### src/design/bmt_pkg.sv
// Shared types, codes and constants of the bitmap text renderer.
`timescale 1ns / 1ps

package bmt_pkg;

    // Default sizing of the glyph store and the glyph cell.
    localparam int GLYPH_COUNT_DEF = 96;
    localparam int MAX_COLUMNS_DEF = 5;
    localparam int MAX_ROWS_DEF    = 8;

    // Width of internal glyph store address arithmetic (covers 96 glyphs of 7 columns).
    localparam int CALC_W = 10;

    // Input operations.
    localparam logic [1:0] OP_LOAD  = 2'd0;
    localparam logic [1:0] OP_START = 2'd1;
    localparam logic [1:0] OP_CHAR  = 2'd2;
    localparam logic [1:0] OP_END   = 2'd3;

    // Result kinds.
    localparam logic KIND_BLOCK  = 1'b0;
    localparam logic KIND_LINE_Y = 1'b1;

    // Configuration register indexes.
    localparam logic [2:0] CFG_FONT_WIDTH  = 3'd0;
    localparam logic [2:0] CFG_FONT_HEIGHT = 3'd1;
    localparam logic [2:0] CFG_SCALE       = 3'd2;
    localparam logic [2:0] CFG_FG_COLOR    = 3'd3;
    localparam logic [2:0] CFG_BG_COLOR    = 3'd4;
    localparam logic [2:0] CFG_WRAP_ENABLE = 3'd5;
    localparam logic [2:0] CFG_MAX_WIDTH   = 3'd6;

    // Configuration reset values.
    localparam logic [2:0]  RST_FONT_WIDTH  = 3'd5;
    localparam logic [3:0]  RST_FONT_HEIGHT = 4'd7;
    localparam logic [3:0]  RST_SCALE       = 4'd1;
    localparam logic [15:0] RST_FG_COLOR    = 16'hFFFF;
    localparam logic [15:0] RST_BG_COLOR    = 16'h0000;
    localparam logic        RST_WRAP_ENABLE = 1'b0;
    localparam logic [15:0] RST_MAX_WIDTH   = 16'd128;

    // Character codes and colors with a special meaning.
    localparam logic [7:0]  CHAR_NEWLINE      = 8'h0A;
    localparam logic [7:0]  CHAR_FIRST        = 8'h20;
    localparam logic [7:0]  CHAR_LAST         = 8'h7F;
    localparam logic [7:0]  CHAR_QUESTION     = 8'h3F;
    localparam logic [15:0] COLOR_TRANSPARENT = 16'hFFFF;

    typedef struct packed {
        logic [1:0]         operation;
        logic [8:0]         glyph_index;
        logic [7:0]         glyph_bits;
        logic signed [15:0] start_x;
        logic signed [15:0] start_y;
        logic [7:0]         char_code;
    } in_word_t;

    typedef struct packed {
        logic               kind;
        logic signed [15:0] pos_x;
        logic signed [15:0] pos_y;
        logic [15:0]        color;
        logic               last;
    } out_word_t;

    // Effective geometry and colors derived from the configuration registers.
    typedef struct packed {
        logic [2:0]  width;
        logic [3:0]  height;
        logic [3:0]  scale;
        logic [15:0] fg_color;
        logic [15:0] bg_color;
        logic        opaque;
        logic        wrap_en;
        logic [15:0] max_width;
        logic [6:0]  advance;
        logic [7:0]  line_h;
    } geo_t;

    // Commands from the controller to the datapath.
    typedef struct packed {
        logic store_wr;
        logic origin;
        logic newline;
        logic char_begin;
        logic report;
        logic fetch;
        logic pixel;
        logic gap;
        logic advance;
        logic flush;
    } cmd_t;

    // Status from the datapath to the controller.
    typedef struct packed {
        logic [1:0] in_op;
        logic       in_newline;
        logic       skip_draw;
        logic       width_zero;
        logic       opaque;
        logic       go;
        logic       row_last;
        logic       col_last;
        logic       flush_done;
    } stat_t;

endpackage

### src/design/bmt_cfg.sv
// Configuration registers and derived glyph geometry.
`timescale 1ns / 1ps

module bmt_cfg #(
    parameter int MAX_COLUMNS = bmt_pkg::MAX_COLUMNS_DEF,
    parameter int MAX_ROWS    = bmt_pkg::MAX_ROWS_DEF
) (
    input  logic           aclk,
    input  logic           aresetn,
    input  logic           cfg_valid,
    input  logic [2:0]     cfg_index,
    input  logic [15:0]    cfg_data,
    output bmt_pkg::geo_t  geo
);

    logic [2:0]  font_width_reg;
    logic [3:0]  font_height_reg;
    logic [3:0]  scale_reg;
    logic [15:0] fg_color_reg;
    logic [15:0] bg_color_reg;
    logic        wrap_enable_reg;
    logic [15:0] max_width_reg;

    logic [2:0]  w_eff;
    logic [3:0]  h_eff;
    logic [7:0]  adv_full;

    always_ff @(posedge aclk) begin
        if (!aresetn) begin
            font_width_reg  <= bmt_pkg::RST_FONT_WIDTH;
            font_height_reg <= bmt_pkg::RST_FONT_HEIGHT;
            scale_reg       <= bmt_pkg::RST_SCALE;
            fg_color_reg    <= bmt_pkg::RST_FG_COLOR;
            bg_color_reg    <= bmt_pkg::RST_BG_COLOR;
            wrap_enable_reg <= bmt_pkg::RST_WRAP_ENABLE;
            max_width_reg   <= bmt_pkg::RST_MAX_WIDTH;
        end else if (cfg_valid) begin
            case (cfg_index)
                bmt_pkg::CFG_FONT_WIDTH:  font_width_reg  <= cfg_data[2:0];
                bmt_pkg::CFG_FONT_HEIGHT: font_height_reg <= cfg_data[3:0];
                bmt_pkg::CFG_SCALE:       scale_reg       <= cfg_data[3:0];
                bmt_pkg::CFG_FG_COLOR:    fg_color_reg    <= cfg_data;
                bmt_pkg::CFG_BG_COLOR:    bg_color_reg    <= cfg_data;
                bmt_pkg::CFG_WRAP_ENABLE: wrap_enable_reg <= cfg_data[0];
                bmt_pkg::CFG_MAX_WIDTH:   max_width_reg   <= cfg_data;
                default: ;
            endcase
        end
    end

    // Oversized fonts saturate to the glyph cell limits.
    always_comb begin
        w_eff = (font_width_reg > 3'(MAX_COLUMNS)) ? 3'(MAX_COLUMNS) : font_width_reg;
        h_eff = (font_height_reg > 4'(MAX_ROWS)) ? 4'(MAX_ROWS) : font_height_reg;
        adv_full = ({5'b0, w_eff} + 8'd1) * {4'b0, scale_reg};

        geo.width     = w_eff;
        geo.height    = h_eff;
        geo.scale     = scale_reg;
        geo.fg_color  = fg_color_reg;
        geo.bg_color  = bg_color_reg;
        geo.opaque    = (bg_color_reg != bmt_pkg::COLOR_TRANSPARENT);
        geo.wrap_en   = wrap_enable_reg;
        geo.max_width = max_width_reg;
        geo.advance   = adv_full[6:0];
        geo.line_h    = 8'(({4'b0, h_eff} + 8'd1) * {4'b0, scale_reg});
    end

endmodule

### src/design/bmt_ctrl.sv
// Controller state machine that sequences glyph columns, rows and the gap column.
`timescale 1ns / 1ps

module bmt_ctrl (
    input  logic            aclk,
    input  logic            aresetn,
    input  logic            s_valid,
    output logic            s_ready,
    input  bmt_pkg::stat_t  stat,
    output bmt_pkg::cmd_t   cmd
);

    typedef enum logic [2:0] {
        S_IDLE,
        S_SETUP,
        S_FETCH,
        S_CELL,
        S_GAP,
        S_ADV,
        S_FLUSH
    } state_t;

    state_t state_reg;
    state_t state_next;
    logic   accept;

    always_ff @(posedge aclk) begin
        if (!aresetn) begin
            state_reg <= S_IDLE;
        end else begin
            state_reg <= state_next;
        end
    end

    always_comb begin
        s_ready    = (state_reg == S_IDLE);
        accept     = s_valid && s_ready;
        cmd        = '0;
        state_next = state_reg;

        case (state_reg)
            S_IDLE: begin
                if (accept) begin
                    case (stat.in_op)
                        bmt_pkg::OP_LOAD:  cmd.store_wr = 1'b1;
                        bmt_pkg::OP_START: cmd.origin = 1'b1;
                        bmt_pkg::OP_CHAR: begin
                            if (stat.in_newline) begin
                                cmd.newline = 1'b1;
                            end else begin
                                cmd.char_begin = 1'b1;
                                state_next     = S_SETUP;
                            end
                        end
                        bmt_pkg::OP_END: begin
                            cmd.report = 1'b1;
                            state_next = S_FLUSH;
                        end
                        default: ;
                    endcase
                end
            end
            S_SETUP: begin
                if (stat.skip_draw) begin
                    state_next = S_ADV;
                end else if (stat.width_zero) begin
                    state_next = stat.opaque ? S_GAP : S_ADV;
                end else begin
                    state_next = S_FETCH;
                end
            end
            S_FETCH: begin
                cmd.fetch  = 1'b1;
                state_next = S_CELL;
            end
            S_CELL: begin
                cmd.pixel = 1'b1;
                if (stat.go && stat.row_last) begin
                    if (stat.col_last) begin
                        state_next = stat.opaque ? S_GAP : S_ADV;
                    end else begin
                        state_next = S_FETCH;
                    end
                end
            end
            S_GAP: begin
                cmd.gap = 1'b1;
                if (stat.go && stat.row_last) begin
                    state_next = S_ADV;
                end
            end
            S_ADV: begin
                cmd.advance = 1'b1;
                state_next  = S_FLUSH;
            end
            S_FLUSH: begin
                cmd.flush = 1'b1;
                if (stat.flush_done) begin
                    state_next = S_IDLE;
                end
            end
            default: state_next = S_IDLE;
        endcase
    end

endmodule

### src/design/bmt_dp.sv
// Datapath: glyph store, cursor, block generation, pending word and output register.
`timescale 1ns / 1ps

module bmt_dp #(
    parameter int GLYPH_COUNT = bmt_pkg::GLYPH_COUNT_DEF,
    parameter int MAX_COLUMNS = bmt_pkg::MAX_COLUMNS_DEF
) (
    input  logic                aclk,
    input  logic                aresetn,
    input  bmt_pkg::in_word_t   s_data,
    output logic                m_valid,
    input  logic                m_ready,
    output bmt_pkg::out_word_t  m_data,
    input  bmt_pkg::geo_t       geo,
    input  bmt_pkg::cmd_t       cmd,
    output bmt_pkg::stat_t      stat
);

    localparam int STORE_DEPTH = GLYPH_COUNT * MAX_COLUMNS;
    localparam int ADDR_W      = (STORE_DEPTH > 1) ? $clog2(STORE_DEPTH) : 1;
    localparam int CALC_W_L    = bmt_pkg::CALC_W;

    logic [7:0] mem [STORE_DEPTH];

    logic [15:0] cursor_x_reg;
    logic [15:0] cursor_y_reg;
    logic [15:0] line_start_reg;
    logic [6:0]  glyph_reg;
    logic [2:0]  col_reg;
    logic [2:0]  row_reg;
    logic [6:0]  xoff_reg;
    logic [6:0]  yoff_reg;
    logic [7:0]  rd_data_reg;
    logic        rd_ok_reg;

    logic                pend_valid_reg;
    bmt_pkg::out_word_t  pend_data_reg;
    logic                out_valid_reg;
    bmt_pkg::out_word_t  out_data_reg;

    logic [7:0]          code_sel;
    logic [6:0]          glyph_num;
    logic signed [17:0]  span;
    logic signed [17:0]  limit;
    logic                wrap_take;
    logic [CALC_W_L-1:0] rd_addr;
    logic [CALC_W_L-1:0] wr_addr;
    logic                rd_in_range;
    logic                wr_in_range;
    logic [7:0]          col_bits;
    logic                cell_bit;
    logic                active;
    logic                wants;
    logic                out_free;
    logic                go;
    logic                push_new;
    logic                out_load;
    bmt_pkg::out_word_t  blk;
    bmt_pkg::out_word_t  line_rep;
    bmt_pkg::out_word_t  out_word;

    always_comb begin
        code_sel  = (s_data.char_code inside {[bmt_pkg::CHAR_FIRST:bmt_pkg::CHAR_LAST]})
                    ? s_data.char_code : bmt_pkg::CHAR_QUESTION;
        glyph_num = 7'(code_sel - bmt_pkg::CHAR_FIRST);

        // Wrap test at full precision: cursor + advance - line start against the limit.
        span = $signed({{2{cursor_x_reg[15]}}, cursor_x_reg})
             + $signed({11'b0, geo.advance})
             - $signed({{2{line_start_reg[15]}}, line_start_reg});
        limit     = $signed({{2{geo.max_width[15]}}, geo.max_width});
        wrap_take = geo.wrap_en && (span > limit);

        rd_addr     = CALC_W_L'(glyph_reg) * CALC_W_L'(geo.width) + CALC_W_L'(col_reg);
        rd_in_range = (rd_addr < CALC_W_L'(STORE_DEPTH));
        wr_addr     = CALC_W_L'(s_data.glyph_index);
        wr_in_range = (wr_addr < CALC_W_L'(STORE_DEPTH));

        col_bits = rd_ok_reg ? rd_data_reg : 8'h00;
        cell_bit = col_bits[row_reg];

        active   = cmd.pixel || cmd.gap;
        wants    = cmd.gap || geo.opaque || cell_bit;
        out_free = !out_valid_reg || m_ready;
        go       = !(wants && pend_valid_reg && !out_free);
        push_new = active && wants && go;
        out_load = (push_new && pend_valid_reg)
                || (cmd.flush && pend_valid_reg && out_free);

        blk.kind  = bmt_pkg::KIND_BLOCK;
        blk.pos_x = cursor_x_reg + {9'b0, xoff_reg};
        blk.pos_y = cursor_y_reg + {9'b0, yoff_reg};
        blk.color = (cmd.pixel && cell_bit) ? geo.fg_color : geo.bg_color;
        blk.last  = 1'b0;

        line_rep.kind  = bmt_pkg::KIND_LINE_Y;
        line_rep.pos_x = '0;
        line_rep.pos_y = cursor_y_reg + {8'b0, geo.line_h};
        line_rep.color = '0;
        line_rep.last  = 1'b0;

        // The word leaving the pending stage during a flush is the final one.
        out_word      = pend_data_reg;
        out_word.last = cmd.flush;

        stat.in_op      = s_data.operation;
        stat.in_newline = (s_data.char_code == bmt_pkg::CHAR_NEWLINE);
        stat.skip_draw  = (geo.scale == 4'd0) || (geo.height == 4'd0);
        stat.width_zero = (geo.width == 3'd0);
        stat.opaque     = geo.opaque;
        stat.go         = go;
        stat.row_last   = ({1'b0, row_reg} == (geo.height - 4'd1));
        stat.col_last   = (col_reg == (geo.width - 3'd1));
        stat.flush_done = !pend_valid_reg || out_free;
    end

    // Glyph store: one write port, one registered read port.
    always_ff @(posedge aclk) begin
        if (cmd.store_wr && wr_in_range) begin
            mem[wr_addr[ADDR_W-1:0]] <= s_data.glyph_bits;
        end
        if (cmd.fetch) begin
            rd_data_reg <= mem[rd_addr[ADDR_W-1:0]];
            rd_ok_reg   <= rd_in_range;
        end
    end

    // Cursor state.
    always_ff @(posedge aclk) begin
        if (!aresetn) begin
            cursor_x_reg   <= '0;
            cursor_y_reg   <= '0;
            line_start_reg <= '0;
        end else begin
            if (cmd.origin) begin
                cursor_x_reg   <= s_data.start_x;
                line_start_reg <= s_data.start_x;
                cursor_y_reg   <= s_data.start_y;
            end else if (cmd.newline || (cmd.char_begin && wrap_take)) begin
                cursor_x_reg <= line_start_reg;
                cursor_y_reg <= cursor_y_reg + {8'b0, geo.line_h};
            end else if (cmd.advance) begin
                cursor_x_reg <= cursor_x_reg + {9'b0, geo.advance};
            end
        end
    end

    // Column and row walk through the glyph cell.
    always_ff @(posedge aclk) begin
        if (cmd.char_begin) begin
            glyph_reg <= glyph_num;
            col_reg   <= '0;
            row_reg   <= '0;
            xoff_reg  <= '0;
            yoff_reg  <= '0;
        end else if (active && go) begin
            if (stat.row_last) begin
                row_reg  <= '0;
                yoff_reg <= '0;
                if (cmd.pixel) begin
                    col_reg  <= col_reg + 3'd1;
                    xoff_reg <= xoff_reg + {3'b0, geo.scale};
                end
            end else begin
                row_reg  <= row_reg + 3'd1;
                yoff_reg <= yoff_reg + {3'b0, geo.scale};
            end
        end
    end

    // The pending word holds back one result so that the final one can carry last.
    always_ff @(posedge aclk) begin
        if (!aresetn) begin
            pend_valid_reg <= 1'b0;
            out_valid_reg  <= 1'b0;
        end else begin
            if (push_new || cmd.report) begin
                pend_valid_reg <= 1'b1;
            end else if (out_load) begin
                pend_valid_reg <= 1'b0;
            end
            if (out_load) begin
                out_valid_reg <= 1'b1;
            end else if (m_ready) begin
                out_valid_reg <= 1'b0;
            end
        end
    end

    always_ff @(posedge aclk) begin
        if (push_new) begin
            pend_data_reg <= blk;
        end else if (cmd.report) begin
            pend_data_reg <= line_rep;
        end
        if (out_load) begin
            out_data_reg <= out_word;
        end
    end

    assign m_valid = out_valid_reg;
    assign m_data  = out_data_reg;

endmodule

### src/design/bitmap_text_renderer.sv
// Top level of the bitmap text renderer: configuration, controller and datapath.
`timescale 1ns / 1ps

// The block turns a stream of input words into pixel block writes. A load word
// writes one column byte into the glyph store, a start word sets the string
// origin, a character word draws one glyph (or moves down a line for a newline)
// and an end word returns one word with the next line's y. Block writes come
// column by column, top row first, each one scale by scale pixels in size.
// Input, result and configuration channels each use valid and ready; the
// configuration port is always ready and must only be written while idle.
// Load, start and newline words give no result, and the block stays ready for
// the next word. For a drawn character, each glyph column begins with a
// registered glyph store read, followed by the rows of that column; an opaque
// background adds a trailing gap column. Results pass through a one-word
// holding stage, which lets the final result carry last, and then an output
// register; when the receiver stalls, the block waits with its current block
// and resumes without loss.
// Reset clears the cursor, line start and configuration; the glyph store keeps
// no reset and must be loaded before characters are drawn.

module bitmap_text_renderer #(
    parameter int GLYPH_COUNT = bmt_pkg::GLYPH_COUNT_DEF,
    parameter int MAX_COLUMNS = bmt_pkg::MAX_COLUMNS_DEF,
    parameter int MAX_ROWS    = bmt_pkg::MAX_ROWS_DEF
) (
    input  logic                aclk,
    input  logic                aresetn,
    input  logic                s_valid,
    output logic                s_ready,
    input  bmt_pkg::in_word_t   s_data,
    output logic                m_valid,
    input  logic                m_ready,
    output bmt_pkg::out_word_t  m_data,
    input  logic                cfg_valid,
    output logic                cfg_ready,
    input  logic [2:0]          cfg_index,
    input  logic [15:0]         cfg_data
);

    bmt_pkg::geo_t  geo;
    bmt_pkg::cmd_t  cmd;
    bmt_pkg::stat_t stat;

    // The configuration port is always ready, so a register write is never held off.
    assign cfg_ready = 1'b1;

    bmt_cfg #(
        .MAX_COLUMNS (MAX_COLUMNS),
        .MAX_ROWS    (MAX_ROWS)
    ) u_cfg (
        .aclk      (aclk),
        .aresetn   (aresetn),
        .cfg_valid (cfg_valid),
        .cfg_index (cfg_index),
        .cfg_data  (cfg_data),
        .geo       (geo)
    );

    // The controller walks the glyph columns, rows and gap column.
    bmt_ctrl u_ctrl (
        .aclk    (aclk),
        .aresetn (aresetn),
        .s_valid (s_valid),
        .s_ready (s_ready),
        .stat    (stat),
        .cmd     (cmd)
    );

    // The datapath holds the glyph store, the cursor and the result stages.
    bmt_dp #(
        .GLYPH_COUNT (GLYPH_COUNT),
        .MAX_COLUMNS (MAX_COLUMNS)
    ) u_dp (
        .aclk    (aclk),
        .aresetn (aresetn),
        .s_data  (s_data),
        .m_valid (m_valid),
        .m_ready (m_ready),
        .m_data  (m_data),
        .geo     (geo),
        .cmd     (cmd),
        .stat    (stat)
    );

endmodule

### config.mk
export PLATFORM = sky130hd
export DESIGN_NAME = bitmap_text_renderer
export DESIGN_NICKNAME = d
export VERILOG_FILES = /design/src/design/bmt_pkg.sv /design/src/design/bmt_cfg.sv /design/src/design/bmt_ctrl.sv /design/src/design/bmt_dp.sv /design/src/design/bitmap_text_renderer.sv
export SDC_FILE = /design/constraint.sdc
export NUM_CORES = 2
export LEC_CHECK = 0
export ABC_CLOCK_PERIOD_IN_PS = 10600
export BUFFER_PORTS_ARGS = -buffer_cell sky130_fd_sc_hd__buf_2
export CORE_MARGIN = 2
export CORE_UTILIZATION = 35
export CTS_CLUSTER_DIAMETER = 100
export CTS_CLUSTER_SIZE = 10
export DETAILED_ROUTE_END_ITERATION = 10
export GPL_TIMING_DRIVEN = 0
export MAX_ROUTING_LAYER = met4
export PLACE_DENSITY = 0.47
export SYNTH_ARGS = -nofsm -noshare
export SYNTH_HDL_FRONTEND = slang
export SYNTH_SLANG_ARGS = --single-unit
### constraint.sdc
create_clock -name aclk -period 10.6 [get_ports aclk]
set_input_delay 0 -clock aclk [delete_from_list [all_inputs] [get_ports aclk]]
set_output_delay 0 -clock aclk [all_outputs]
set_load 0.005 [all_outputs]
; Word level (Yosys, flattened, before mapping)
; Memory sizes are Yosys's and may differ from the RTL's. A register that Yosys moved wholly into a read port is not among the register bits.
; Index checks and enable logic that the tools add are counted.
[classes]
n_eq_ne = 25
div_mod_pow = 0
multipliers = 3
n_reduce_logical = 48
n_shift = 0
order_cmp = 8
n_mux = 46
n_addsub = 16
n_bitwise = 0
[ops]
columns = operator, count
row1 = $mux W49, 2
row2 = $mux W16, 6
row3 = $add A16 B7 Y16, 3
row4 = $mux W3, 10
row5 = $pmux W3 S7, 1
row6 = $eq A3 B3 Y1 const B, 6
row7 = $gt A18 B16 Y1, 1
row8 = $mux W1, 18
row9 = $sub A17 B16 Y18, 1
row10 = $add A16 B8 Y17, 1
row11 = $add A16 B8 Y16, 1
row12 = $ne A16 B16 Y1 const B, 1
row13 = $logic_and A1 B1 Y1, 15
row14 = $add A7 B4 Y7, 2
row15 = $mux W7, 2
row16 = $reduce_and A2 Y1, 7
row17 = $eq A3 B2 Y1 const B, 4
row18 = $add A10 B3 Y10, 1
row19 = $lt A10 B9 Y1 const B, 1
row20 = $mul A7 B3 Y10, 1
row21 = $mux W5, 2
row22 = $logic_not A3 Y1, 3
row23 = $logic_or A1 B1 Y1, 9
row24 = $lt A9 B9 Y1 const B, 1
row25 = other kinds (35), 47
[word_totals]
latchBits = 0
n_memories = 1
elab_cells = 175
romBits = 0
output_inout_bits = 53
ram_bits = 3840
inputBits = 83
register_bits = 240
[memory_table]
columns = memory, words, word_bits, rd, rd_clocked_by_memory_dff, write_ports, line
row1 = u_dp.mem, 480, 8, 1, 1, 1, bmt_dp.sv:23  ; logic [7:0] mem [STORE_DEPTH];

; Logic depth before layout (Yosys ltp)
[depth]
word_depth = 12
ltp_mapped = 35
depth_no_buf = 32

; By module
; Synthesis repeated with hierarchy kept, for this count alone.
[hier_totals]
cells_unflattened = 8365
hier_area_um2 = 164001.0
[by_module_without_submodules]
columns = module, area_per_inst_um2, cells_per_inst, seq_area_each_um2, n_inst
row1 = bmt_dp, 160376.3, 7925, 120155.2, 1
row2 = bmt_cfg, 3214.3, 379, 1201.2, 1
row3 = bmt_ctrl, 399.1, 59, 60.1, 1
row4 = bitmap_text_renderer, 11.3, 2, 0.0, 1

; Worst setup path after synthesis
; Ideal clock, no wire load.
[synth_timing]
kind = register to register
start = register u_cfg.font_width_reg[2]
end = register u_dp.cursor_x_reg[5]
synth_period_minus_slack_ns = 7.397
stages_incl_launch_ff = 34
path_buffers = 3
t_arrival_ns = 7.281
setup_time_ns = 0.116
required_ns = 10.484
path_slack_ns = 3.203
path_cell_list = dfxtp_1 -> clkbuf_1 -> a21oi_1 -> clkbuf_1 -> inv_1 -> ha_1 -> xor2_1 -> nand2_1 -> fa_1 -> inv_1 -> fa_1 -> fa_1 -> a21o_1 -> a21oi_1 -> xnor2_1 -> fa_1 -> ha_1 -> and3_1 -> nand3_1 -> o21ai_0 -> a41o_1 -> or4_1 -> o311ai_0 -> xnor2_1 -> ha_1 -> nand4_1 -> or2_2 -> o31ai_1 -> nand2_1 -> o311a_1 -> a21oi_2 -> nand2_1 -> clkbuf_1 -> o211a_1
[synth_between]
elab_chain_cells = 12
word_cells_on_any_way = 15
classes_between = add/sub (4) / mul (1) / order compare (2) / mux (4) / reduce/logical (4)
[synth_rtl]
columns = element, line
row1 = start: declaration, bmt_cfg.sv:16  ; logic [2:0] font_width_reg;
row2 = start signal: assignment, bmt_cfg.sv:30  ; font_width_reg <= bmt_pkg::RST_FONT_WIDTH;
row3 = start signal: assignment, bmt_cfg.sv:39  ; bmt_pkg::CFG_FONT_WIDTH: font_width_reg <= cfg_data[2:0];
row4 = $gt A3 B3 Y1, bmt_cfg.sv:53  ; w_eff = (font_width_reg > 3'(MAX_COLUMNS)) ? 3'(MAX_COLUMNS) : font_width_reg;
row5 = $mux W3 *, bmt_cfg.sv:53
row6 = $add A3 B1 Y4 *, bmt_cfg.sv:55  ; adv_full = ({5'b0, w_eff} + 8'd1) * {4'b0, scale_reg};
row7 = $mul A8 B4 Y7 *, bmt_cfg.sv:55
row8 = $add A16 B8 Y17, bmt_dp.sv:69  ; + $signed({11'b0, geo.advance})
row9 = $sub A17 B16 Y18, bmt_dp.sv:70  ; - $signed({{2{line_start_reg[15]}}, line_start_reg});
row10 = $gt A18 B16 Y1, bmt_dp.sv:72  ; wrap_take = geo.wrap_en && (span > limit);
row11 = $logic_and A1 B1 Y1, bmt_dp.sv:72
row12 = $logic_and A1 B1 Y1, bmt_dp.sv:139  ; end else if (cmd.newline || (cmd.char_begin && wrap_take)) begin
row13 = $logic_or A1 B1 Y1, bmt_dp.sv:139
row14 = $mux W16, bmt_dp.sv:139
row15 = $mux W16, bmt_dp.sv:135  ; if (cmd.origin) begin
row16 = end signal: assignment, bmt_dp.sv:136  ; cursor_x_reg <= s_data.start_x;
row17 = end signal: assignment, bmt_dp.sv:140  ; cursor_x_reg <= line_start_reg;
row18 = end signal: assignment, bmt_dp.sv:143  ; cursor_x_reg <= cursor_x_reg + {9'b0, geo.advance};
row19 = end: declaration, bmt_dp.sv:25  ; logic [15:0] cursor_x_reg;
; Mark *: on every way between the ends. The rest lies on a longest branch, timed or not. The select of a mux whose other input is x is not followed.
; A chain may end at the register's enable or synchronous reset.

; Final worst setup path
[layout_timing]
start = register u_cfg.font_width_reg[2]
end = register u_dp.cursor_x_reg[12]
; Same word-level chain as after synthesis.

==> impl_metrics.env <==
export IMPL_p_per_area_mw_per_mm2=192
export IMPL_synth_seq_cells=4088
export IMPL_setup_worst_path_start="u_cfg.font_width_reg[2]$_SDFFE_PN1P_"
export IMPL_ant_nets=0
export IMPL_yosysTopAreaCell="edfxtp_1"
export IMPL_grt_first_pass_wirelength_mm=1050
export IMPL_dp_cells=14900
export IMPL_nNetsFinal=9541
export IMPL_slew_headroom_pct=-9.36
export IMPL_yosysSeqAreaShare_pct=74.0
export IMPL_cts_buffer_depth=4
export IMPL_setup_slack_ps=540
export IMPL_cp_arrival_ps=10980
export IMPL_area_delta_synth_final_pct=15.4
export IMPL_cp_slowest_cell="fa_1"
export IMPL_syn_area_sq_mm=0.164
export IMPL_wl_per_cell_microns=53.9
export IMPL_async_flop_share_pct=0
export IMPL_synth_edf_count=3954
export IMPL_fin_skew_ps=84.0
export IMPL_largest_reg_flops=3840
export IMPL_synth_cell_type_count=87
export IMPL_met1_usage_pct=44.7
export IMPL_post_cts_buffers=0
export IMPL_die_height_microns=689
export IMPL_synth_flop_cell="edfxtp_1"
export IMPL_setup_viol_count_final=0
export IMPL_cts_sinks=4088
export IMPL_yosysMostFrequentCell="edfxtp_1"
export IMPL_stdcell_count=15700
export IMPL_p_leak_nw=60.3
export IMPL_design_core_area_sq_mm=0.467
export IMPL_start_util_pct=35.1
export IMPL_violations="capacitance limit, slew limit"
export IMPL_grt_max_degree=137
export IMPL_worst_pin_slew_ps=1620
export IMPL_antenna_found_initial=168
export IMPL_grt_overflow_total=0
export IMPL_clkLatencyLatePin_ps=1090
export IMPL_hold_viol=0
export IMPL_critPathMaxStageDelay_ps=560
export IMPL_clockRootBuffer="clkbuf_16"
export IMPL_fp_dieW_microns=689
export IMPL_r2r_start="u_cfg.font_width_reg[2]$_SDFFE_PN1P_"
export IMPL_synth_cells=8434
export IMPL_synth_area_leaders="edfxtp_1, mux4_2, dfxtp_1, nor2_1, nand2_1"
export IMPL_gp_congestion=1.07
export IMPL_pin_count=136
export IMPL_cts_max_level=5
export IMPL_yosysWarnings=0
export IMPL_worstSetupPathType="flip-flop to flip-flop"
export IMPL_hold_path_class="input port to flip-flop"
export IMPL_hold_slack_ps=49.9
export IMPL_place_hpwl_mm=569
export IMPL_yosys_top_cells_count="edfxtp_1, mux4_2, nor2_1"
export IMPL_period_needed_ps=10060
export IMPL_rsz0062_at_grt="yes"
export IMPL_critPathMaxFanout=10
export IMPL_die_area_sq_mm=0.474
export IMPL_vias_per_cell=6.52
export IMPL_synth_top_cell_area_share_pct=72.3
export IMPL_use_met3_pct=14.3
export IMPL_port_buffers=130
export IMPL_slew_violations=51
export IMPL_cts_buffers=448
export IMPL_maxCapViolations=6
export IMPL_post_route_drc_count=0
export IMPL_required_ps=11520
export IMPL_avgSynthCellArea_sq_um=19.5
export IMPL_use_met2_pct=49.5
export IMPL_grt_util_all_layers_pct=36.3
export IMPL_path_clk_slew_ps=60
export IMPL_first_iter_violations=21000
export IMPL_setup_worst_path_start_class="flip-flop"
export IMPL_cts_tree="done"
export IMPL_timing_final_crit_share_pct=94.9
export IMPL_peakVddDrop_mv=0.143
export IMPL_fmax_mhz=99.4
export IMPL_hp_start="s_data[31]"
export IMPL_grt_busiest_layer="met2"
export IMPL_wl_mm=848
export IMPL_pre_cts_slack_ps=673
export IMPL_rows=251
export IMPL_via_count=102000
export IMPL_cp_end_kind="flip-flop"
export IMPL_status="complete, but fails checks"
export IMPL_final_layout_size_suffix_gt1_share_pct=23.2
export IMPL_dr_pass1_iters=6
export IMPL_grt_pass1_vias=93200
## stage by stage
step | utilization (%) | total power [mW] | setup TNS (ps) | instance area, sq um
2_1_floorplan | - | 19.5 | 0 | 164000
3_3_place_gp | 36.9 | 22.2 | -10090 | 173000
3_5_place_dp | 37.6 | 22.3 | 0 | 176000
4_1_cts | 40.5 | 36.0 | 0 | 189000
5_1_grt | 40.5 | 36.7 | -160 | 189000
6_report | 40.5 | 36.4 | 0 | 189000
## cell families after synthesis
| kind of cell | synth area share [%] |
|---|---|
| mux | 15.2 |
| simple gates | 4.32 |
| buf+inv | 1.95 |
| xor+xnor | 0.469 |
| compound gates | 2.73 |
| other cells | 0.00458 |
| fa+ha+maj | 1.34 |
| flops | 74.0 |
## critical path, delay by kind of cell (launching register included)
| kind | cells | cell delay [ps] |
|---|---|---|
| AOI/OAI and AO/OA | 13 | 3050 |
| adders and majority gates | 7 | 2710 |
| buffers and inverters | 6 | 1870 |
| and+or+nand+nor | 6 | 1340 |
| xor gates and xnor gates | 3 | 660 |
| DFF | 1 | 310 |
## placed cells by master, fill, tap and decap left out, types with 134 or more instances in the layout
cell              n
mux2i_1         189
dlygate4sd3_1   165
clkbuf_16       451
nand2_1         600
clkbuf_1        153
mux4_2         1020
diode_2         144
nand3_1         137
dfxtp_1         134
nor2_1          619
buf_2           241
edfxtp_1       3954
## metal layers
layer / share of wire [%] / vias up
met5: 0 / -
met4: 7.7 / 0
met3: 14 / 1916
met2: 42 / 8953
met1: 36 / 55700
li1: - / 35900
## report_power, final
group / leakage [nW] / switching, mW / internal (mW)
Sequential: 36.7 / 0.0277 / 17.7
Combinational: 17.8 / 3.52 / 1.02
Clock: 5.80 / 6.52 / 7.54
Total: 60.3 / 10.1 / 26.3
## worst paths after layout
kind	endpoint	slack [ps]	cells after the start
worst max-delay path	u_dp.cursor_x_reg[12]$_SDFFE_PN0P_	540	35
worst min-delay path	u_dp.cursor_x_reg[7]$_SDFFE_PN0P_	50	5
worst max register to register	u_dp.cursor_x_reg[12]$_SDFFE_PN0P_	540	35
worst min register to register	u_dp.m_data[15]$_DFFE_PP_	390	0
## what timing repair did
action | 4_1_cts | 5_1_grt
hold endpoints to repair | 2209 | 0
hold buffers | 165 | 0
endpoints found under the setup margin | 0 | 2
resized for setup | 0 | 3
## final cells by class
type                            instances  area [sq um]
Fill cell                           41700        278000
Sequential cell                      4088        121000
Multi-Input combinational cell       3765         39700
Clock buffer                          501         11500
Tap cell                             6198          7750
Timing Repair Buffer                  411          4980
Buffer                                493          3040
Clock inverter                         26           424
Antenna cell                          144           360
Inverter                               93           349
Note: power is estimated with default switching activity, not from simulation.
